### config.mk
export PLATFORM = sky130hd
export DESIGN_NAME = sis_cell
export DESIGN_NICKNAME = d
export VERILOG_FILES = /design/src/design/sis_pkg.sv /design/src/design/sis_cell.sv
export SDC_FILE = /design/constraint.sdc
export NUM_CORES = 1
export LEC_CHECK = 0
export ABC_AREA = 1
export BUFFER_PORTS_ARGS = -buffer_cell sky130_fd_sc_hd__buf_2
export CAP_MARGIN = 25
export CELL_PAD_IN_SITES_DETAIL_PLACEMENT = 0
export CELL_PAD_IN_SITES_GLOBAL_PLACEMENT = 1
export CORE_AREA = 5 5 85 127
export CTS_BUF_LIST = sky130_fd_sc_hd__clkbuf_16
export DETAILED_ROUTE_END_ITERATION = 10
export DIE_AREA = 0 0 90 132
export PLACE_DENSITY = 0.75
export RECOVER_POWER = 50
export SLEW_MARGIN = 15
export SYNTH_ARGS = -nofsm -noshare
export SYNTH_HDL_FRONTEND = slang
export SYNTH_SLANG_ARGS = --single-unit
### constraint.sdc
create_clock -name i_clk -period 3.22 [get_ports i_clk]
set_input_delay 0.322 -clock i_clk [delete_from_list [all_inputs] [get_ports i_clk]]
set_output_delay 0.322 -clock i_clk [all_outputs]
set_load 0.02 [all_outputs]
### src/design/sis_pkg.sv
// Shared types for the stable insertion sorter: the link that each cell shows
// its neighbors and the control bundle that the top level sends to every cell.
// No dependencies.
package sis_pkg;

    localparam int DATA_W = 32;

    // What one cell shows to its neighbors.
    typedef struct packed {
        logic                     valid;
        logic                     gt;     // held value is greater than the broadcast value
        logic signed [DATA_W-1:0] value;
    } t_link;

    // Control broadcast to every cell of the chain.
    typedef struct packed {
        logic                     insert;
        logic                     shift;
        logic signed [DATA_W-1:0] value;
    } t_cell_ctl;

endpackage

### src/design/sis_cell.sv
// One cell of the insertion chain: holds a single value and its valid bit.
// Depends on sis_pkg for t_link and t_cell_ctl.
module sis_cell
    import sis_pkg::*;
(
    input  logic      i_clk,
    input  logic      i_rst_n,
    input  t_cell_ctl i_ctl,
    input  t_link     i_left,
    input  t_link     i_right,
    output t_link     o_link
);

    logic                     r_valid;
    logic signed [DATA_W-1:0] r_value;
    logic                     n_valid;
    logic signed [DATA_W-1:0] n_value;
    logic                     w_gt;

    assign w_gt   = r_valid && (r_value > i_ctl.value);
    assign o_link = '{valid: r_valid, gt: w_gt, value: r_value};

    always_comb begin
        n_valid = r_valid;
        n_value = r_value;
        if (i_ctl.shift) begin
            n_valid = i_right.valid;
            n_value = i_right.value;
        end else if (i_ctl.insert) begin
            // A held value that is not greater stays, which keeps equal values
            // in arrival order. Otherwise the cell takes its left neighbor's
            // value if that one moves up too, or the new value.
            if (!(r_valid && !w_gt) && i_left.valid) begin
                n_valid = 1'b1;
                n_value = i_left.gt ? i_left.value : i_ctl.value;
            end
        end
    end

    always_ff @(posedge i_clk) begin
        if (!i_rst_n) begin
            r_valid <= 1'b0;
        end else begin
            r_valid <= n_valid;
        end
        r_value <= n_value;
    end

endmodule

# [Word level (Yosys, flattened, before mapping)]
# Cells that the tools add are included.
# W data, S select, Z words.
[totals] reg_bits=33 in_bits=104 out_inout_bits=34 wordCells=18
[op_classes] magnitude_cmp=1 n_mux=7 n_reduce_logical=8
[op_table] operator="$mux W32" count=4
[op_table] operator="$gt A32 B32 Y1" count=1
[op_table] operator="$reduce_bool A2 Y1" count=2
[op_table] operator="$logic_and A1 B1 Y1" count=3
[op_table] operator="$mux W1" count=3
[op_table] operator="$logic_not A1 Y1" count=2
[op_table] operator="$reduce_and A2 Y1" count=1

# [Depth between registers and ports, before layout]
# Gate-level depths: netlist (run 1).
[logic_depth] depth_word=9 depth_mapped=18

# [Worst setup path before layout (run 1)]
# Ideal clock, no wire load.
[synth_path] path_type="reg2reg" startpoint="register r_value[31]" endpoint="register r_value[0] (enable)" setup_ns=0.390 arrival_ns=2.299 t_required_ns=2.830 setup_slack_ns=0.531 stages_incl_launch_ff=12 path_buffers=0 period_less_slack_ns=2.689 cell_sequence="edfxtp_1 ha_1 nand2_1 nor2_2 nand2_2 nor4_4 nand2_1 nand3_1 nand3_2 nand2_1 nand2_1 nand2_1"
[synth_via] elab_chain_len=8
[synth_lines] element="from (decl)" line_no="sis_cell.sv:15" rtl="logic signed [DATA_W-1:0] r_value;"
[synth_lines] element="from (signal assigned)" line_no="sis_cell.sv:46" rtl="r_value <= n_value;"
[synth_lines] element="$gt A32 B32 Y1" line_no="sis_cell.sv:20" rtl="assign w_gt = r_valid && (r_value > i_ctl.value);"
[synth_lines] element="$logic_and A1 B1 Y1" line_no="sis_cell.sv:20"
[synth_lines] element="$logic_not A1 Y1" line_no="sis_cell.sv:33" rtl="if (!(r_valid && !w_gt) && i_left.valid) begin"
[synth_lines] element="$logic_and A1 B1 Y1" line_no="sis_cell.sv:33"
[synth_lines] element="$logic_not A1 Y1" line_no="sis_cell.sv:33"
[synth_lines] element="$logic_and A1 B1 Y1" line_no="sis_cell.sv:33"
[synth_lines] element="$reduce_bool A2 Y1 (no source line)"
[synth_lines] element="$reduce_and A2 Y1 (no source line)"
# Every way passes these cells.
# A chain may end at the register's enable or synchronous reset.

# [Worst setup path after layout (run 1)]
[layout_path] startpoint="register r_value[31]" endpoint="register r_value[25] (enable)"
# The elaborated chain is that of the path after synthesis.

==> results of run 1 <==
==> through the flow <==
step	setup slack, ns	total power (µW)
floorplan	0.531	811
global placement	0.613	958
detailed placement	0.561	965
CTS	0.607	1430
global route	0.373	1480
finish	0.665	1390
==> layout by cell type, fill, tap and decap left out, types with 2 or more instances in the layout <==
master and n:
nand2_2 2, o211ai_1 29, inv_1 43, buf_2 102, o21ai_0 3, ha_1 32, clkbuf_16 5, nor2_2 2
o21a_1 30, clkbuf_1 34, buf_4 3, nand2_1 68, inv_2 2, edfxtp_1 32, a21oi_1 19, nor2_1 12
nand4_1 2, a21o_1 2, nand3_1 2
==> sequential cells by signal (all words and copies together) (netlist names) <==
register,flops
r_value,32
r_valid,1
==> Yosys cell counts <==
cell	n	area, µm²
clkbuf_1	11	41.3
nor2_1	12	45.0
nor4_4	1	21.3
nand3_1	2	10.0
buf_6	1	11.3
a21oi_1	19	95.1
nand3_2	1	10.0
o21ai_0	3	15.0
inv_1	41	154
a211oi_1	1	7.51
inv_2	3	11.3
dfxtp_1	1	20.0
a21o_1	2	15.0
o211ai_1	29	218
nand2_1	69	259
nand2_4	1	11.3
edfxtp_1	32	961
o21ai_1	1	5.00
buf_1	1	3.75
nand2_2	1	6.26
ha_1	32	400
o21a_1	30	225
nand4_1	2	12.5
buf_4	2	15.0
a21oi_2	1	8.76
nor2_2	2	12.5
o21a_2	1	8.76
==> cell families after synthesis <==
group,after synthesis
simple gates,91
compound gates,87
flops,33
fa+ha+maj,32
buf+inv,59
==> cell type report <==
cell class	count	share of cell area, %
well taps	115	4.12
flip-flops and latches	33	28.1
repair buffers	140	19.5
multi-input cells	210	39.8
inverters	44	4.73
clock inverters	2	0.215
clock buffers	5	3.58
==> worst register-to-register path, stage by stage (launching register included) <==
cell and delay (ns):
edfxtp_1 0.39, ha_1 0.36, nand2_1 0.10, nor2_2 0.14, nand2_2 0.09, nor4_4 0.15, nand2_1 0.10, nand3_1 0.09
nand3_2 0.08, nand2_1 0.06, nand2_1 0.05, nand2_2 0.31, buf_4 0.31
==> path summary, 6_finish.rpt <==
path	endpoint	from	slack, ns	cells past startpoint
min reg2reg	r_valid	r_valid	0.55	2
max reg2reg	r_value[25]	r_value[31]	0.66	12
min	r_valid	i_left[33]	0.31	3
max	r_value[25]	r_value[31]	0.66	12
==> power by group <==
group | internal [µW] | switching (µW)
Clock | 276 | 174
Sequential | 523 | 21.5
Combinational | 163 | 234
==> metal layers <==
| layer | part of all wire (%) | GRT usage [%] | vias up |
|---|---|---|---|
| li1 | - | - | 1309 |
| met1 | 39 | 13.0 | 1118 |
| met2 | 53 | 23.6 | 81 |
| met3 | 5.8 | 2.57 | 10 |
| met4 | 2.4 | 5.22 | 0 |
| met5 | 0 | 0 | - |
==> results.cfg, run 1 <==
[run_status]
status = finished clean

[timing]
finClkSkew_ns = 0.00508
tns_ns = 0
worst_pin_slew_ns = 0.998
timing.final.crit_share_pct = 79.4
slew-limit-headroom_pct = 33.4
hold-worst-slack_ns = 0.312
setup_violations = 0
report.final.hold_viol_count = 0
max_freq_mhz = 391
drv_slew = 0
post-route-min-period_ns = 2.56
grt_setup_unrepaired = no

[final_layout]
design_area_um2 = 3490
drive_above_1_share_pct = 28.1
layout.cells.non_filler = 549
multiInputGateArea_um2 = 1390
seqCellArea_um2 = 981
utilization_pct = 36.7
num-fill-cells = 1023
area_growth_pct = 34.1
antenna_cells = 0
nNetsFinal = 570

[detailed_routing]
routedWlPerCell_um = 13.8
viasPerCell = 4.59
num_vias = 2518
ant_nets = 0
wl_um = 7590
drtPass1Iterations = 4
drcViolationCount = 0
drt_iter0_drc = 70

[critical_path]
crit_slowest_cell = edfxtp_1
arrival_ns = 2.53
cp_top_family = simple AND/OR/NAND/NOR gates
crit_top_cell = nand2_1
start_kind = flop
path_cells = ha_1 -> nand2_1 -> nor2_2 -> nand2_2 -> nor4_4 -> nand2_1 -> nand3_1 -> nand3_2 -> nand2_1 -> nand2_1 -> nand2_2 -> buf_4
cp-end-kind = flop
critical_path_class = reg -> reg
required_ns = 3.19
max_stage_delay_ns = 0.39
critPathMaxFanout = 14
path_buf_inv = 1

[synthesis]
yosys.area_share.xor_xnor_pct = 0
syn_avg_cell_area_um2 = 8.62
synth-compound-area-share_pct = 23.0
ys_ff_latch = 33
ys_warn_count = 0
netlist_instances = 302
yosys.area_share.simple_pct = 14.9
synth-seq-area-share_pct = 37.7
synth_fa_ha_area_share_pct = 15.4
mappedNetlistArea_um2 = 2600
synth_fp_nets = 438
synth_top_family_by_area = compound AO/OA/AOI/OAI gates
ys_types = 27
synthMuxAreaShare_pct = 0

[place]
hpwl_um = 6180
gp_congestion = 0.794
port_buffers = 136
placed_cells = 541
dpl_cell_area_um2 = 3380

[clock_network]
cts_num_sinks = 33
cts_buffers = 5
clk_transition_reported_paths_ns = 0.05
cts_hold_buf = 0
cts_tree = done
root_buffer = clkbuf_16
h-tree-depth = 2
postCtsSetupRepairBufs = 0
cts_buffer_depth = 2
clk_latency_ns = 0.28
ctsResizeCount = 0

[power_and_ir_drop]
power.density_nw_per_um2 = 399
ir_worst_vdd_v = 0.000171
leakagePower_uw = 0.00169

[die]
die_y_um = 132
core_um2 = 9520
row_count = 44
ios = 138
start_util_pct = 27.3
die_w_um = 90
dieArea_um2 = 11900

[global_route]
grt_pass1_vias = 2522
grt_pass1_wl_um = 11900
grt_start_max_net_pins = 63
antenna_found_initial = 0
grt_overflow = 0
grt_util_all_layers_pct = 12.4

[job]
drv_cap = 0

[min_path]
hold_class = in -> reg
(Power assumes the default switching activity.)
==> run 2, diff against run 1 <==
Clock period 3.22 ns to 2.48 ns, I/O delays scaled along.
==> results.cfg, run 2 (same netlist as run 1, synthesis figures left out) <==
[min_path]
hold_class = in -> reg
hold_start = i_left[33]
whs_endpoint = r_valid
min_path_cells = 3

[die]
start_util_pct = 27.3
die_y_um = 132
core_um2 = 9520
ios = 138
dieArea_um2 = 11900
row_count = 44
die_w_um = 90

[clock_network]
ctsResizeCount = 0
cts_num_sinks = 33
clk_transition_reported_paths_ns = 0.06
cts_hold_buf = 0
postCtsSetupRepairBufs = 0
root_buffer = clkbuf_16
h-tree-depth = 2
cts_buffer_depth = 2
cts_buffers = 5
clk_latency_ns = 0.28
cts_tree = done

[critical_path]
reg2reg_slack_ns = 0.22
cp-end-kind = output port
start_kind = flop
r2r_end = r_value[27]
arrival_ns = 2.04
worstRegToRegCells = 12
critical_path_class = reg -> out
critPathMaxFanout = 4
worstReg2RegStart = r_value[31]
required_ns = 2.23

[timing]
drv_slew = 0
finClkSkew_ns = 0.00590
slew-limit-headroom_pct = 17.2
tns_ns = 0
post-route-min-period_ns = 2.29
grt_setup_unrepaired = no
worst_pin_slew_ns = 1.24
hold-worst-slack_ns = 0.231
max_freq_mhz = 437
timing.final.crit_share_pct = 92.3
report.final.hold_viol_count = 0
setup_violations = 0

[global_route]
met2_usage_pct = 24.3
grt_util_all_layers_pct = 12.8
use_met3_pct = 2.46
grt_pass1_vias = 2637
grt.busiest_layer = met2
grt_pass1_wl_um = 12300
grt_start_max_net_pins = 33
grt_overflow = 0
antenna_found_initial = 1
met1_usage_pct = 13.7

[detailed_routing]
viasPerCell = 4.63
drtPass1Iterations = 4
num_vias = 2552
drt_iter0_drc = 55
wl_um = 7700
drcViolationCount = 0
ant_nets = 0
routedWlPerCell_um = 14.0

[final_layout]
drive_above_1_share_pct = 28.0
area_growth_pct = 35.0
reg_top3 = r_value x32, r_valid x1
largest_reg_flops = 32
final_common_cell = buf_2
nNetsFinal = 571
final_cell_mix = buf_2 (102), nand2_1 (68), inv_1 (44)
multiInputGateArea_um2 = 1390
num-fill-cells = 1046
seqCellArea_um2 = 981
regMostFlops = r_value
antenna_cells = 0

[place]
hpwl_um = 6370
port_buffers = 136
gp_congestion = 0.783

[run_status]
status = finished clean

[power_and_ir_drop]
leakagePower_uw = 0.00170
ir_worst_vdd_v = 0.000300
power.density_nw_per_um2 = 519

[job]
drv_cap = 0
==> run 2: cell types whose count changed in the layout (fill, tap and decap cells not counted), sizes merged <==
cell    previous run  this run
clkbuf            39        41
buf              106       105
inv               45        46
==> run 2: final cells by class <==
class	instances	area share, %
flip-flops and latches	33	27.9
inverters	44	4.70
multi-input cells	210	39.7
repair buffers	141	19.8
clock buffers	5	3.56
well taps	115	4.09
clock inverters	3	0.320
==> run 2: worst max path at each step <==
| stage | startpoint | end | slack [ns] | depth (start not counted) |
|---|---|---|---|---|
| 5_1_grt | r_value[31] | o_link[32] | 0.03 | 10 |
| 2_1_floorplan | r_value[31] | r_value[0] | 0.08 | 11 |
| 3_5_place_dp | r_value[31] | r_value[27] | 0.14 | 12 |
| 3_3_place_gp | r_value[31] | r_value[27] | 0.17 | 12 |
| 6_report | r_value[31] | o_link[32] | 0.19 | 10 |
| 4_1_cts | r_value[31] | r_value[27] | 0.13 | 12 |
==> run 2: metal layers <==
| layer | part of all wire [%] | wire length, µm |
|---|---|---|
| met5 | 0.091 | 7 |
| met4 | 2.0 | 157 |
| met3 | 5.2 | 401 |
| met2 | 54 | 4190 |
| met1 | 38 | 2940 |
==> run 2: where the power goes <==
group	switching (µW)	internal, µW
sequential	28.4	679
clock	231	361
combinational	307	217
==> run 2: worst max-delay path, stage by stage, from the launching register on <==
cell,delay [ns]
edfxtp_1,0.39
ha_1,0.36
nand2_1,0.10
nor2_2,0.14
nand2_2,0.09
nor4_4,0.15
nand2_1,0.10
nand3_1,0.09
nand3_2,0.09
nor2_1,0.09
buf_2,0.17
==> run 2: stage by stage <==
| stage | util, % | power [µW] | worst slack (ns) | instance area [µm²] | instances |
|---|---|---|---|---|---|
| finish | 36.9 | 1820 | 0.191 | 3510 | 551 |
| global route | 36.9 | 1950 | 0.0276 | 3510 | 551 |
| CTS | 37.5 | 1870 | 0.129 | 3570 | 551 |
| detailed placement | 36.1 | 1270 | 0.138 | 3430 | 543 |
| global placement | 36.1 | 1260 | 0.168 | 3430 | 543 |
| floorplan | - | 1050 | 0.0836 | 2610 | 302 |
